`config.mk`:
```
export PLATFORM = sky130hd
export DESIGN_NAME = pbg_isqrt
export DESIGN_NICKNAME = d
export VERILOG_FILES = /design/src/design/assert_macros.svh /design/src/design/pbg_pkg.sv /design/src/design/pbg_isqrt.sv
export SDC_FILE = /design/constraint.sdc
export NUM_CORES = 1
export LEC_CHECK = 0
export BUFFER_PORTS_ARGS = -buffer_cell sky130_fd_sc_hd__buf_4
export CAP_MARGIN = 20
export CORE_ASPECT_RATIO = 0.9
export CORE_MARGIN = 2
export CORE_UTILIZATION = 55
export CTS_CLUSTER_SIZE = 28
export DETAILED_ROUTE_END_ITERATION = 12
export PLACE_DENSITY = 0.69
export SYNTH_ARGS = -nofsm -noshare
export SYNTH_HDL_FRONTEND = slang
export SYNTH_SLANG_ARGS = --single-unit
```
`constraint.sdc`:
```
create_clock -name i_clk -period 16.66 [get_ports i_clk]
set_clock_uncertainty 0.2 [all_clocks]
set_input_delay 0 -clock i_clk [delete_from_list [all_inputs] [get_ports i_clk]]
set_output_delay 0 -clock i_clk [all_outputs]
set_load 0.05 [all_outputs]
```
`src/design/assert_macros.svh`:
```
// Assertion helpers for the prior box generator RTL.
`ifndef ASSERT_MACROS_SVH
`define ASSERT_MACROS_SVH

// Check a property on every rising edge outside reset.
`define PBG_ASSERT(lbl, prop, msg) \
    lbl: assert property (@(posedge i_clk) disable iff (!i_rst_n) prop) else $error(msg);

// Check a property on every rising edge, reset included.
`define PBG_ASSERT_ALWAYS(lbl, prop, msg) \
    lbl: assert property (@(posedge i_clk) prop) else $error(msg);

`endif

```
`src/design/pbg_pkg.sv`:
```
// ----------------------------------------------------------------------------
// pbg_pkg
// Types and constants of the prior box generator.
// ----------------------------------------------------------------------------
`default_nettype none

package pbg_pkg;

    localparam int CFG_W    = 48;
    localparam int ADDR_W   = 4;
    localparam int SIZE_W   = 12;
    localparam int SLOT_W   = 3;
    localparam int COORD_W  = 16;
    localparam int IDX_W    = 10;
    localparam int CEN_W    = 34;
    localparam int NUM_W    = 40;
    localparam int DIM_W    = 13;
    localparam int DVS_W    = 14;
    localparam int NP_W     = 30;
    localparam int ROOT_W   = 24;
    localparam int RAD_W    = 48;
    localparam int REM_W    = 26;
    localparam int SQ_STG   = 6;
    localparam int SQ_STEP  = 4;
    localparam int DIV_STG  = 4;
    localparam int DIV_STEP = 4;

    // Register indexes
    localparam logic [ADDR_W-1:0] CFG_IMAGE_WIDTH  = 4'd0;
    localparam logic [ADDR_W-1:0] CFG_IMAGE_HEIGHT = 4'd1;
    localparam logic [ADDR_W-1:0] CFG_STEP_X       = 4'd2;
    localparam logic [ADDR_W-1:0] CFG_STEP_Y       = 4'd3;
    localparam logic [ADDR_W-1:0] CFG_CELL_OFFSET  = 4'd4;
    localparam logic [ADDR_W-1:0] CFG_CLIP_ENABLE  = 4'd5;
    localparam logic [ADDR_W-1:0] CFG_MIN_TABLE    = 4'd6;
    localparam logic [ADDR_W-1:0] CFG_MAX_TABLE    = 4'd7;

    localparam logic [DIM_W-1:0] RST_IMAGE_DIM   = 13'd300;
    localparam logic [15:0]      RST_STEP        = 16'd128;
    localparam logic [7:0]       RST_CELL_OFFSET = 8'd128;

    localparam logic signed [COORD_W-1:0] COORD_MAX  = 16'sd32767;
    localparam logic signed [COORD_W-1:0] COORD_MIN  = -16'sd32768;
    localparam logic signed [COORD_W-1:0] COORD_ONE  = 16'sd16384;
    localparam logic signed [COORD_W-1:0] COORD_ZERO = 16'sd0;

    typedef struct packed {
        logic [CEN_W-1:0]  cx;
        logic [CEN_W-1:0]  cy;
        logic [SIZE_W-1:0] mn;
        logic [SLOT_W-1:0] slot;
        logic              last;
    } t_side;

    typedef struct packed {
        logic [SLOT_W-1:0] slot;
        logic              last;
    } t_tag;

endpackage

`default_nettype wire

```
`src/design/pbg_isqrt.sv`:
```
// ----------------------------------------------------------------------------
// pbg_isqrt
// Pipelined integer square root of (p << 24), four root bits per stage.
// ----------------------------------------------------------------------------
`default_nettype none

module pbg_isqrt (
    input  wire                         i_clk,
    input  wire                         i_en,
    input  wire  [pbg_pkg::ROOT_W-1:0]  i_prod,
    output logic [pbg_pkg::ROOT_W-1:0]  o_root
);
    import pbg_pkg::*;

    logic [REM_W-1:0]  r_rem  [SQ_STG];
    logic [ROOT_W-1:0] r_root [SQ_STG];
    logic [RAD_W-1:0]  r_rad  [SQ_STG];

    for (genvar g = 0; g < SQ_STG; g++) begin : g_stg
        logic [REM_W-1:0]  src_rem, n_rem;
        logic [ROOT_W-1:0] src_root, n_root;
        logic [RAD_W-1:0]  src_rad, n_rad;
        logic [REM_W+1:0]  t, trial;

        if (g == 0) begin : g_src0
            assign src_rem  = '0;
            assign src_root = '0;
            assign src_rad  = {i_prod, {ROOT_W{1'b0}}};
        end else begin : g_srcn
            assign src_rem  = r_rem[g-1];
            assign src_root = r_root[g-1];
            assign src_rad  = r_rad[g-1];
        end

        always_comb begin
            n_rem  = src_rem;
            n_root = src_root;
            n_rad  = src_rad;
            t      = '0;
            trial  = '0;
            for (int k = 0; k < SQ_STEP; k++) begin
                t     = {n_rem, n_rad[RAD_W-1 -: 2]};
                trial = (REM_W+2)'({n_root, 2'b01});
                if (t >= trial) begin
                    n_rem  = REM_W'(t - trial);
                    n_root = {n_root[ROOT_W-2:0], 1'b1};
                end else begin
                    n_rem  = REM_W'(t);
                    n_root = {n_root[ROOT_W-2:0], 1'b0};
                end
                n_rad = n_rad << 2;
            end
        end

        always_ff @(posedge i_clk) begin
            if (i_en) begin
                r_rem[g]  <= n_rem;
                r_root[g] <= n_root;
                r_rad[g]  <= n_rad;
            end
        end
    end

    assign o_root = r_root[SQ_STG-1];

endmodule

`default_nettype wire

```
# Word level (Yosys, flattened, before mapping)
# Memory sizes are Yosys's and may differ from the RTL's.
# Index checks and enable logic that the tools add are counted.
[word_totals] in_bits=26 regBits=0 wordCells=101 out_inout_bits=24 mem_bits_rw=540 mem_count=3
[mem_list] memory="r_rad" depth=6 word_bits=40 read_ports=5 rd_clocked_by_memory_dff=0 wr=6 line_no="pbg_isqrt.sv:17" text="logic [RAD_W-1:0] r_rad [SQ_STG];"
[mem_list] memory="r_rem" depth=6 word_bits=26 read_ports=5 rd_clocked_by_memory_dff=0 wr=6 line_no="pbg_isqrt.sv:15" text="logic [REM_W-1:0] r_rem [SQ_STG];"
[mem_list] memory="r_root" depth=6 word_bits=24 read_ports=6 rd_clocked_by_memory_dff=0 wr=6 line_no="pbg_isqrt.sv:16" text="logic [ROOT_W-1:0] r_root [SQ_STG];"
[op_classes] n_mux=50 magnitude_cmp=24 addsub=24
[op_table] cell="26-bit two-way mux" n=24
[op_table] cell="28-bit by 26-bit >= comparator with 1-bit output" n=20
[op_table] cell="26-bit subtractor" n=20
[op_table] cell="28-bit by 3-bit >= comparator with 1-bit output" n=1
[op_table] cell="28-bit by 4-bit >= comparator with 1-bit output" n=1
[op_table] cell="28-bit by 5-bit >= comparator with 1-bit output" n=1
[op_table] cell="1-bit two-way mux" n=26
[op_table] cell="26-bit by 3-bit subtractor with 26-bit output" n=1
[op_table] cell="26-bit by 4-bit subtractor with 26-bit output" n=1
[op_table] cell="26-bit by 5-bit subtractor with 26-bit output" n=1
[op_table] cell="2-bit by 1-bit subtractor with 3-bit output, second input constant" n=1
[op_table] cell="2-bit by 1-bit >= comparator with 1-bit output, second input constant" n=1

# Depth between registers and ports, before layout
# An unclocked memory read counts as a cell.
[depth] ltp_word=9 depth_mapped=65 ltp_nobuf=60

# Worst setup path after synthesis
# Ideal clock, no wire load.
[synth_path] kind="register to register" startpoint="memory r_root[3][0]" endpoint="memory r_rem[4][15] (data pin)" path_stages_with_launch=65 n_path_buf=9 arrival_time_ns=12.864 setup_ns=0.269 period_less_slack_ns=13.333 t_required_ns=16.191 setup_slack_ns=3.327 path_cell_list="edfxtp_1 inv_1 ha_1 inv_1 fa_1 nor2b_1 o21ai_0 a21oi_1 o21ai_0 o211ai_1 or3_1 clkbuf_1 buf_1 clkbuf_1 nand2_1 nand2_1 ha_1 and2_1 [29 not listed] a21oi_1 o21bai_1 a21oi_1 o21bai_1 a21oi_1 o21bai_1 a21oi_1 o21bai_1 a21oi_1 o21bai_1 a31o_2 a21oi_1 nor2b_1 o31a_1 nor4_1 clkbuf_1 clkbuf_1 o21ai_0"
[synth_lines] element="from (decl)" line_no="pbg_isqrt.sv:16"
[synth_lines] element="to (decl)" line_no="pbg_isqrt.sv:15"

==> run metrics <==
status complete, no violations; clk sinks 236; synthesized instance count roughly 3500; postcts setup bufs 0; CTS tree yes; # fillers approximately 4600; FMAX between 0.06 and 0.07 GHz; Lkg Pwr 12.7 nW; cell row count 79; # Max-Cap Violations 0; Final Non-Filler Cells about 4300; DRC violations left 0; most frequent cells in the layout nor2_1 (309), a21oi_1 (301), nand2_1 (296), ha_1 (296), edfxtp_1 (236); Min-Delay Path Class in -> reg; end-of-flow core utilization 0.601; crit path DAT roughly 15 ns; post-synthesis mux area share 0.0283; TritonCTS buffer count 29; Storage cell area 0.00709 sq mm; Via Count between 20000 and 30000; number of global-route vias before repair about 25000; Ys Warns 0; die height ~220 um; Starting Density 0.556; dpl cell area ~0.030 sq mm; ranking of synthesized cells by area edfxtp_1 (25%), ha_1 (13%), xnor2_1 (6.3%); drt pass-1 iters 6; Top cell by count, worst path a21oi_1; worst-path fanout max 39; drt first-iter violations 2233; Tot GR Track Use 0.287; Core Region just over 0.05 sq mm; Worst EP required between 15 and 20 ns; power per cell area 200 mW/mm^2; vias per std cell between 6 and 7; largest net degree at the start of global routing 94; GPL Wtd Cong ~0.95; Synth Area in Adders 0.132; worst skew pair latency 0.58 ns; first-pass GRT wire length approximately 130 mm; endpoints failing hold 0; Multi-input gate area 0.0204 sq mm; Least-Margin Pin Slew ~1.2 ns; area share of xor/xnor cells in the synthesized design 0.101; Layout area overhead 8.13%; Max stage delay on crit path approximately 0.57 ns; Max Buffers Root-to-Sink 3; # nets final between 3000 and 4000; asr flop ratio synth 0; syn avg cell area between 8 and 9 sq um; Tot Pwr 0.00622 W; port bufs between 40 and 50; top-area cell type share of the netlist area 0.247; drt wl/cell approximately 19 um; Crit Path Category reg -> reg; post-synthesis cell area 0.0287 sq mm; largest family of logic cells by synthesized area compound AO/OA/AOI/OAI gates; slowest CP cell a2111oi_1; Final ANT Viol Nets 0; Detail Placement HPWL 62.6 mm; largest area contributor in the netlist edfxtp_1; Top-Level Pins 50; final setup fails 0; initial antenna violation count 0; FF+latch count, synth 236; CP Capture Type flip-flop; die area approximately 0.054 sq mm; # placed instances between 4000 and 5000; Die Width between 200 and 250 um; post-route cell area 0.0310 sq mm; number of synthesized flops with an enable pin 236; Simple-Gate Fraction of Synth Area 0.219; Setup TNS Final 0 ns; Overflow after GRT 0; Detailed Route WL just under 80 mm; Slew Viols, Final 0; CTS H-Tree Depth 1; layout cells sized above 1 0.0768; RSZ-0062 raised after global routing false; Worst-path clk slew approximately 0.06 ns; CTS root buf clkbuf_16; Compound-Gate Fraction of Synth Area 0.229; sequential share of the synthesized area 0.247; worst-case vdd ir drop roughly 0.15 mV; diode count 0; Main synth FF type edfxtp_1; Worst slew margin 0.191; CP Launch Type flip-flop; fin crit period roughly 15 ns; commonest non-fill, non-tap cell in the layout nor2_1; Yosys cell types 120; period utilization 0.908
area by class of cell:
class / instances / area share
inverters: 209 / 0.0256
flip-flops and latches: 236 / 0.228
well taps: 688 / 0.0277
clock inverters: 21 / 0.00690
clock buffers: 33 / 0.0239
repair buffers: 110 / 0.0303
multi-input cells: 2957 / 0.657
critical path: cells and delay by family, from the launching register on:
kind / cells / cell delay (ns)
flops: 1 / 0.42
mux: 1 / 0.37
fa+ha+maj: 6 / 1.80
buf+inv: 10 / 2.33
compound gates: 30 / 7.54
simple gates: 10 / 2.18
what timing repair did:
| action | 4_1_cts | 5_1_grt |
|---|---|---|
| gates resized for setup | 0 | 4 |
| hold buffers | 43 | 0 |
| setup endpoints to repair | 0 | 26 |
| hold endpoints to repair | 119 | 0 |
cell families (layout without fill, tap and decap cells):
kind of cell	after synthesis	count (layout)
other	1	2
XOR/XNOR	326	326
flip-flops	236	236
buffers and inverters	304	373
AO/OA/AOI/OAI	1012	1012
AND/OR/NAND/NOR	1243	1243
adder cells (fa/ha/maj)	300	300
multiplexers	74	74
worst paths after layout:
kind / depth (start not counted) / to / slack, ns / start
worst max-delay path: 57 / r_rem[4][9]$_DFFE_PP_ / 1.52 / r_root[3][0]$_DFFE_PP_
worst min-delay path: 4 / r_rem[0][0]$_DFFE_PP_ / 0.15 / i_prod[16]
worst max register to register: 57 / r_rem[4][9]$_DFFE_PP_ / 1.52 / r_root[3][0]$_DFFE_PP_
worst min register to register: 0 / r_rad[1][35]$_DFFE_PP_ / 0.22 / r_rad[0][27]$_DFFE_PP_
stage by stage:
step / setup slack, ns / hold slack, ns
after detailed placement: 1.23 / -0.0205
after CTS: 1.11 / 0.126
after global routing: 0.169 / 0.198
after floorplan: 3.33 / -0.101
after global placement: 1.57 / -0.0214
final: 1.52 / 0.154
metal layers:
metal,global-route usage,part of all wire,vias up
li1,-,-,13000
met1,0.403,0.47,12500
met2,0.479,0.46,820
met3,0.0277,0.054,96
met4,0.0665,0.020,0
met5,0,0,-
registers in the layout, indices dropped and copies added (netlist names):
name / count
r_rem: 128
r_rad: 24
r_root: 84
cell usage after synthesis, types with 52 or more instances:
library cell,instances
nand3_1,98
nand2_1,296
inv_1,201
nor2_1,310
a21o_1,101
a21oi_1,301
ha_1,296
o21ai_0,222
nor3_1,111
xnor2_1,208
mux2_2,52
edfxtp_1,236
clkbuf_1,57
xor2_1,114
power by group:
| part | internal [W] | total (W) | switching [W] |
|---|---|---|---|
| Sequential | 0.000907 | 0.00104 | 0.000130 |
| Combinational | 0.00188 | 0.00454 | 0.00266 |
| Clock | 0.000380 | 0.000646 | 0.000266 |
Note: power is estimated with default switching activity, not from simulation.
