## src/design/assert_macros.svh

```systemverilog
// Assertion helpers for the prior box generator RTL.
`ifndef ASSERT_MACROS_SVH
`define ASSERT_MACROS_SVH

// Check a property on every rising edge outside reset.
`define PBG_ASSERT(lbl, prop, msg) \
    lbl: assert property (@(posedge i_clk) disable iff (!i_rst_n) prop) else $error(msg);

// Check a property on every rising edge, reset included.
`define PBG_ASSERT_ALWAYS(lbl, prop, msg) \
    lbl: assert property (@(posedge i_clk) prop) else $error(msg);

`endif

```

## src/design/pbg_pkg.sv

```systemverilog
// ----------------------------------------------------------------------------
// pbg_pkg
// Types and constants of the prior box generator.
// ----------------------------------------------------------------------------
`default_nettype none

package pbg_pkg;

    localparam int CFG_W    = 48;
    localparam int ADDR_W   = 4;
    localparam int SIZE_W   = 12;
    localparam int SLOT_W   = 3;
    localparam int COORD_W  = 16;
    localparam int IDX_W    = 10;
    localparam int CEN_W    = 34;
    localparam int NUM_W    = 40;
    localparam int DIM_W    = 13;
    localparam int DVS_W    = 14;
    localparam int NP_W     = 30;
    localparam int ROOT_W   = 24;
    localparam int RAD_W    = 48;
    localparam int REM_W    = 26;
    localparam int SQ_STG   = 6;
    localparam int SQ_STEP  = 4;
    localparam int DIV_STG  = 4;
    localparam int DIV_STEP = 4;

    // Register indexes
    localparam logic [ADDR_W-1:0] CFG_IMAGE_WIDTH  = 4'd0;
    localparam logic [ADDR_W-1:0] CFG_IMAGE_HEIGHT = 4'd1;
    localparam logic [ADDR_W-1:0] CFG_STEP_X       = 4'd2;
    localparam logic [ADDR_W-1:0] CFG_STEP_Y       = 4'd3;
    localparam logic [ADDR_W-1:0] CFG_CELL_OFFSET  = 4'd4;
    localparam logic [ADDR_W-1:0] CFG_CLIP_ENABLE  = 4'd5;
    localparam logic [ADDR_W-1:0] CFG_MIN_TABLE    = 4'd6;
    localparam logic [ADDR_W-1:0] CFG_MAX_TABLE    = 4'd7;

    localparam logic [DIM_W-1:0] RST_IMAGE_DIM   = 13'd300;
    localparam logic [15:0]      RST_STEP        = 16'd128;
    localparam logic [7:0]       RST_CELL_OFFSET = 8'd128;

    localparam logic signed [COORD_W-1:0] COORD_MAX  = 16'sd32767;
    localparam logic signed [COORD_W-1:0] COORD_MIN  = -16'sd32768;
    localparam logic signed [COORD_W-1:0] COORD_ONE  = 16'sd16384;
    localparam logic signed [COORD_W-1:0] COORD_ZERO = 16'sd0;

    typedef struct packed {
        logic [CEN_W-1:0]  cx;
        logic [CEN_W-1:0]  cy;
        logic [SIZE_W-1:0] mn;
        logic [SLOT_W-1:0] slot;
        logic              last;
    } t_side;

    typedef struct packed {
        logic [SLOT_W-1:0] slot;
        logic              last;
    } t_tag;

endpackage

`default_nettype wire

```

## src/design/pbg_norm.sv

```systemverilog
// ----------------------------------------------------------------------------
// pbg_norm
// Rounded, saturated, optionally clipped quotient of an edge numerator.
// ----------------------------------------------------------------------------
`default_nettype none

module pbg_norm (
    input  wire                                 i_clk,
    input  wire                                 i_en,
    input  wire  signed [pbg_pkg::NUM_W-1:0]    i_num,
    input  wire         [pbg_pkg::DVS_W-1:0]    i_dvs,
    input  wire                                 i_clip,
    output logic signed [pbg_pkg::COORD_W-1:0]  o_coord
);
    import pbg_pkg::*;

    localparam int LIM_W = DVS_W + COORD_W - 1;

    logic signed [NUM_W-1:0] lim;
    logic signed [NUM_W-1:0] n_np;
    logic                    r_hi  [DIV_STG+1];
    logic                    r_lo  [DIV_STG+1];
    logic [DVS_W-1:0]        r_rem [DIV_STG+1];
    logic [COORD_W-1:0]      r_bits[DIV_STG+1];
    logic [COORD_W-1:0]      r_quo [DIV_STG+1];
    logic signed [COORD_W-1:0] n_coord;
    logic signed [COORD_W-1:0] r_coord;

    // Bias by 32768 divisors so the quotient becomes unsigned 16 bits
    assign lim  = signed'(NUM_W'({i_dvs, {(LIM_W-DVS_W){1'b0}}}));
    assign n_np = i_num + lim;

    always_ff @(posedge i_clk) begin
        if (i_en) begin
            r_hi[0]   <= i_num >= lim;
            r_lo[0]   <= i_num < -lim;
            r_rem[0]  <= n_np[NP_W-1 -: DVS_W];
            r_bits[0] <= n_np[COORD_W-1:0];
            r_quo[0]  <= '0;
        end
    end

    for (genvar g = 1; g <= DIV_STG; g++) begin : g_div
        logic [DVS_W-1:0]   n_rem;
        logic [COORD_W-1:0] n_bits, n_quo;
        logic [DVS_W:0]     t;

        always_comb begin
            n_rem  = r_rem[g-1];
            n_bits = r_bits[g-1];
            n_quo  = r_quo[g-1];
            t      = '0;
            for (int k = 0; k < DIV_STEP; k++) begin
                t = {n_rem, n_bits[COORD_W-1]};
                if (t >= {1'b0, i_dvs}) begin
                    n_rem = DVS_W'(t - {1'b0, i_dvs});
                    n_quo = {n_quo[COORD_W-2:0], 1'b1};
                end else begin
                    n_rem = DVS_W'(t);
                    n_quo = {n_quo[COORD_W-2:0], 1'b0};
                end
                n_bits = n_bits << 1;
            end
        end

        always_ff @(posedge i_clk) begin
            if (i_en) begin
                r_hi[g]   <= r_hi[g-1];
                r_lo[g]   <= r_lo[g-1];
                r_rem[g]  <= n_rem;
                r_bits[g] <= n_bits;
                r_quo[g]  <= n_quo;
            end
        end
    end

    always_comb begin
        priority if (r_hi[DIV_STG]) begin
            n_coord = COORD_MAX;
        end else if (r_lo[DIV_STG]) begin
            n_coord = COORD_MIN;
        end else begin
            n_coord = signed'({~r_quo[DIV_STG][COORD_W-1], r_quo[DIV_STG][COORD_W-2:0]});
        end
        // clamp to 0 .. 1, leave in-range values untouched
        if (i_clip) begin
            if (n_coord < COORD_ZERO) begin
                n_coord = COORD_ZERO;
            end else if (n_coord > COORD_ONE) begin
                n_coord = COORD_ONE;
            end
        end
    end

    always_ff @(posedge i_clk) begin
        if (i_en) begin
            r_coord <= n_coord;
        end
    end

    assign o_coord = r_coord;

endmodule

`default_nettype wire

```

## config.mk

```make
export PLATFORM = sky130hd
export DESIGN_NAME = pbg_norm
export DESIGN_NICKNAME = d
export VERILOG_FILES = /design/src/design/assert_macros.svh /design/src/design/pbg_pkg.sv /design/src/design/pbg_norm.sv
export SDC_FILE = /design/constraint.sdc
export NUM_CORES = 1
export LEC_CHECK = 0
export BUFFER_PORTS_ARGS = -buffer_cell sky130_fd_sc_hd__clkbuf_2
export CORE_MARGIN = 4
export CORE_UTILIZATION = 35
export DETAILED_ROUTE_END_ITERATION = 16
export GPL_ROUTABILITY_DRIVEN = 0
export PLACE_DENSITY_LB_ADDON = 0.15
export SLEW_MARGIN = 20
export SYNTH_ARGS = -nofsm -noshare
export SYNTH_HDL_FRONTEND = slang
export SYNTH_SLANG_ARGS = --single-unit
```

## constraint.sdc

```tcl
create_clock -name i_clk -period 16.1 [get_ports i_clk]
set_input_delay 2.415 -clock i_clk [delete_from_list [all_inputs] [get_ports i_clk]]
set_output_delay 2.415 -clock i_clk [all_outputs]
set_load 0.1 [all_outputs]
```

# ---- Word-level counts from Yosys, hierarchy flattened
# Memory sizes are Yosys's and may differ from the RTL's.
# Cells that the tools add are included.
# Widths: inputs -> output; s select.
dict set report word_totals {
  mem_count 5
  romBits 0
  elab_cells 84
  ramBits 240
  latch_bits 0
  out_inout_bits 16
  ff_bits 16
  input_bits 57
}
# name words width read_ports rd_clocked_by_memory_dff write_ports line
set memory_table {}
lappend memory_table {r_bits 5 16 4 0 5 pbg_norm.sv:24} ;# logic [COORD_W-1:0] r_bits[DIV_STG+1];
lappend memory_table {r_quo 5 16 5 0 5 pbg_norm.sv:25} ;# logic [COORD_W-1:0] r_quo [DIV_STG+1];
lappend memory_table {r_rem 5 14 4 0 5 pbg_norm.sv:23} ;# logic [DVS_W-1:0] r_rem [DIV_STG+1];
lappend memory_table {r_hi 5 1 5 0 5 pbg_norm.sv:21} ;# logic r_hi [DIV_STG+1];
lappend memory_table {r_lo 5 1 5 0 5 pbg_norm.sv:22} ;# logic r_lo [DIV_STG+1];
dict set report classes {
  n_mux 39
  magnitude_cmp 20
  div_mod_pow 0
  n_eq_ne 0
  bitwise 1
  shift 0
  addsub 18
  n_mul 0
  reduce_logical 0
}
# op n
set ops {}
lappend ops {{$ge 15x14->1} 16}
lappend ops {{$mux 14} 16}
lappend ops {{$sub 14x14->14} 16}
lappend ops {{$mux 16} 5}
lappend ops {{$ge 40x30->1} 1}
lappend ops {{$lt 40x40->1} 1}
lappend ops {{$neg 29->40} 1}
lappend ops {{$add 30x30->30} 1}
lappend ops {{$mux 1} 18}
lappend ops {{$gt 16x16->1 const B} 1}
lappend ops {{$lt 16x1->1 const B} 1}
lappend ops {{$not 1->1} 1}

# ---- Logic depth before layout (Yosys ltp)
# An unclocked memory read counts as a cell.
dict set report depth {
  depth_word 9
  depth_mapped 51
  ltp_nobuf 44
}

# ---- Least setup slack after synthesis
# Ideal clock, no wire load.
dict set report synth_path {
  path_kind {input to register}
  startpoint {in i_dvs[1] (netlist name)}
  endpoint {mem r_rem[3][6] (netlist: r_rem[0][48]), data pin}
  arrival_time_ns 12.086
  path_stages 49
  required_ns 15.840
  setup_ns 0.260
  setup_slack_ns 3.754
  n_path_buf 7
  cell_sequence {inv_1 -> ha_1 -> nand2b_1 -> a21oi_1 -> o21ai_0 -> a311oi_1 -> a31oi_1 -> buf_2 -> clkbuf_1 -> nor2_1 -> a21oi_1 -> inv_1 -> ha_1 -> nor2b_1 -> o31a_1 -> o221ai_1 -> a31oi_1 -> a221oi_1 -> (+13 left out) -> nand2_1 -> inv_2 -> buf_2 -> o21ai_0 -> inv_1 -> ha_1 -> nor2b_1 -> o21a_1 -> o21ai_0 -> a21oi_1 -> a21oi_1 -> a21oi_1 -> o31a_1 -> a311o_1 -> a21o_1 -> buf_6 -> buf_6 -> mux2_4}
}
# element line
set synth_rtl {}
lappend synth_rtl {{start, declared} pbg_norm.sv:11} ;# input wire [pbg_pkg::DVS_W-1:0] i_dvs,
lappend synth_rtl {{end, declared} pbg_norm.sv:23}

==> results by group <==
Timing
  – Part of the cycle the worst path needs: between 80% and 90%
  – Final min period: approximately 13000 ps
  – RSZ-0062 raised after global routing: false
  – Slew Limit Headroom: 31.03%
  – Final hold viol count: 0
  – Actual slew at the worst max-slew pin: about 1000 ps
  – Fmax: 0.07501 GHz
  – Clock skew: about 22 ps
  – Final setup fails: 0
  – Post-Route Setup TNS: 0 ps
  – Fin. max-slew vios: 0

Yosys
  – FFs w/ async S/R, synth: 0%
  – Mapped cell area: approximately 19000 µm²
  – Post-synth EDFFs: approximately 160
  – Post-synthesis cell count: ~2100
  – Main area contributors after synthesis: edfxtp_1, ha_1, mux2_2, a21oi_1, xnor2_1
  – Number of synthesized register bits: approximately 160
  – Synth Net Count: ~2500
  – Share of the synthesized area in the top cell type: between 20% and 30%
  – Yosys warns: 0
  – Netlist cell types: 79
  – Syn_area_per_cell: ~9.0 µm²
  – Top_reg_cell synth: edfxtp_1
  – Sequential fraction of the synthesis area: around a quarter
  – Post-synth top area cell: edfxtp_1

Critical path
  – Worst EP arrival: roughly 14000 ps
  – Crit path launch type: input port
  – CP max-delay cell: a311oi_1
  – Critical path capture point type: register
  – Req. time, crit path: about 16000 ps
  – Crit-path most repeated cell: o21ai_0
  – Critical path's largest stage delay: 550 ps
  – CP max FO: 20
  – CP Class: input port to register

Global route
  – Pin count of the biggest net entering global routing: around 110
  – Vias in the first global route: roughly 16000
  – First-pass GRT wire length: 87270 µm
  – Initial antenna violation count: 1
  – Remaining global-route overflow: 0
  – Gr usage total: about a fifth

Die
  – Die ar.: between 50000 and 60000 µm²
  – Die width: around 240 µm
  – Core area: roughly 54000 µm²
  – Io pins: 73
  – Die Y-Extent: 241.5 µm
  – Initial core utilization: a little over a third
  – Site Rows: 85

Cells and area
  – Nets: 2562
  – Commonest non-fill, non-tap cell in the layout: ha_1
  – Area growth, synth to finish: 10.08%
  – Commonest cells after routing, fill and taps aside: ha_1, a21oi_1, nor2_1
  – Antenna Cells: 0
  – Share of cells above drive strength 1: a little under an eighth

Route
  – WL final: around 55000 µm
  – Detail Route Antenna Nets: 0
  – DRC Markers: 0
  – Initial DRC Count: 1076
  – 1st-pass router iterations: 5
  – Detailed-route via count: roughly 16000
  – Via/cell ratio: 5.563
  – WL per Instance: 18.80 µm

CTS
  – Reg clk slew, reported paths: approximately 90 ps
  – CTS tree: built
  – Postcts setup bufs: 0
  – Number of H-tree levels: 4
  – Root Buffer: clkbuf_16
  – CTS sink count: 162
  – Worst skew pair latency: ~500 ps
  – Post-CTS resize count: 0
  – CTS Buf Count: 17
  – Clk buf depth: 2
  – Post-CTS Hold Fix Bufs: 0

Run
  – # Max-Cap Violations: 0

Placement
  – IO buf count: just over 70
  – DPL Wire Length: between 40000 and 50000 µm

Worst hold path
  – Hold WC Path Type: register to register

Status
  – Status: finished clean
[final timing paths]
check	startpoint	end	slack, ps	cells past startpoint
worst min-delay path	r_quo[0][59]	r_quo[0][79]	420	0
worst max-delay path	i_dvs[1]	r_rem[0][50]	2770	45
worst min register to register	r_quo[0][59]	r_quo[0][79]	420	0
worst max register to register	r_rem[0][17]	r_rem[0][40]	4810	39
[through the flow]
stage | util (%) | area (µm²) | std cells | setup slack (ps) | hold slack (ps)
global route | 38.95 | 21000 | 2920 | 1579 | 418.3
CTS | 38.94 | 21000 | 2920 | 2864 | 416.7
global placement | 37.79 | 20370 | 2888 | 2521 | 400.8
finish | 38.95 | 21000 | 2920 | 2769 | 416.3
detailed placement | 37.79 | 20370 | 2888 | 2379 | 404.5
floorplan | - | 19080 | 2123 | 3754 | 400.3
[metal layers]
| layer | global-route usage (%) | up-vias | share of wire, % |
|---|---|---|---|
| li1 | - | 8133 | - |
| met1 | 26.95 | 7729 | 50 |
| met2 | 30.59 | 329 | 45 |
| met3 | 2.812 | 54 | 3.6 |
| met4 | 5.112 | 0 | 1.9 |
| met5 | 0 | - | 0 |
[synth_stat cells (all sizes together) (12+ instances only)]
| cell type | count |
|---|---|
| a211oi | 25 |
| a21o | 58 |
| a21oi | 195 |
| and3 | 13 |
| buf | 16 |
| clkbuf | 16 |
| edfxtp | 162 |
| fa | 16 |
| ha | 278 |
| inv | 138 |
| mux2 | 100 |
| mux2i | 27 |
| nand2 | 117 |
| nand2b | 42 |
| nand3 | 47 |
| nand4 | 35 |
| nor2 | 168 |
| nor2b | 45 |
| nor3 | 37 |
| nor4 | 19 |
| o211ai | 12 |
| o21a | 41 |
| o21ai | 149 |
| o21bai | 26 |
| o31ai | 14 |
| or3 | 13 |
| xnor2 | 111 |
| xor2 | 56 |
[state kept, by name, summed over array words and instances, names as in the netlist]
name     count
r_rem       56
r_hi         5
r_lo         5
r_bits      40
r_quo       40
o_coord     16
[critical path: cells and delay by family]
| kind | cells | cell delay (ps) |
|---|---|---|
| adder cells (fa/ha/maj) | 4 | 1090 |
| AO/OA/AOI/OAI | 24 | 6490 |
| AND/OR/NAND/NOR | 7 | 1290 |
| buffers and inverters | 9 | 1830 |
| multiplexers | 1 | 410 |
[cells by family (layout without fill, tap and decap cells)]
logic type               count (synthesis)  in the layout  synth area share [%]
buffers and inverters                  172            273                 3.588
flip-flops                             162            162                 25.50
AO/OA/AOI/OAI                          630            630                 21.21
adder cells (fa/ha/maj)                294            294                 19.91
XOR/XNOR                               167            167                 7.667
multiplexers                           127            127                 7.438
AND/OR/NAND/NOR                        571            571                 14.68
[layout make-up]
cell class / instances / area, µm²
fillers: 5399 / 32920
multi-input cells: 1789 / 13530
inverters: 140 / 526.8
well taps: 696 / 870.8
clock buffers: 17 / 425.4
clock inverters: 15 / 198.9
repair buffers: 101 / 584.3
flip-flops and latches: 162 / 4865
Power is left out: the tool's default activity adds up to more than one toggle a clock period on the data nets, which glitch-free logic cannot reach.
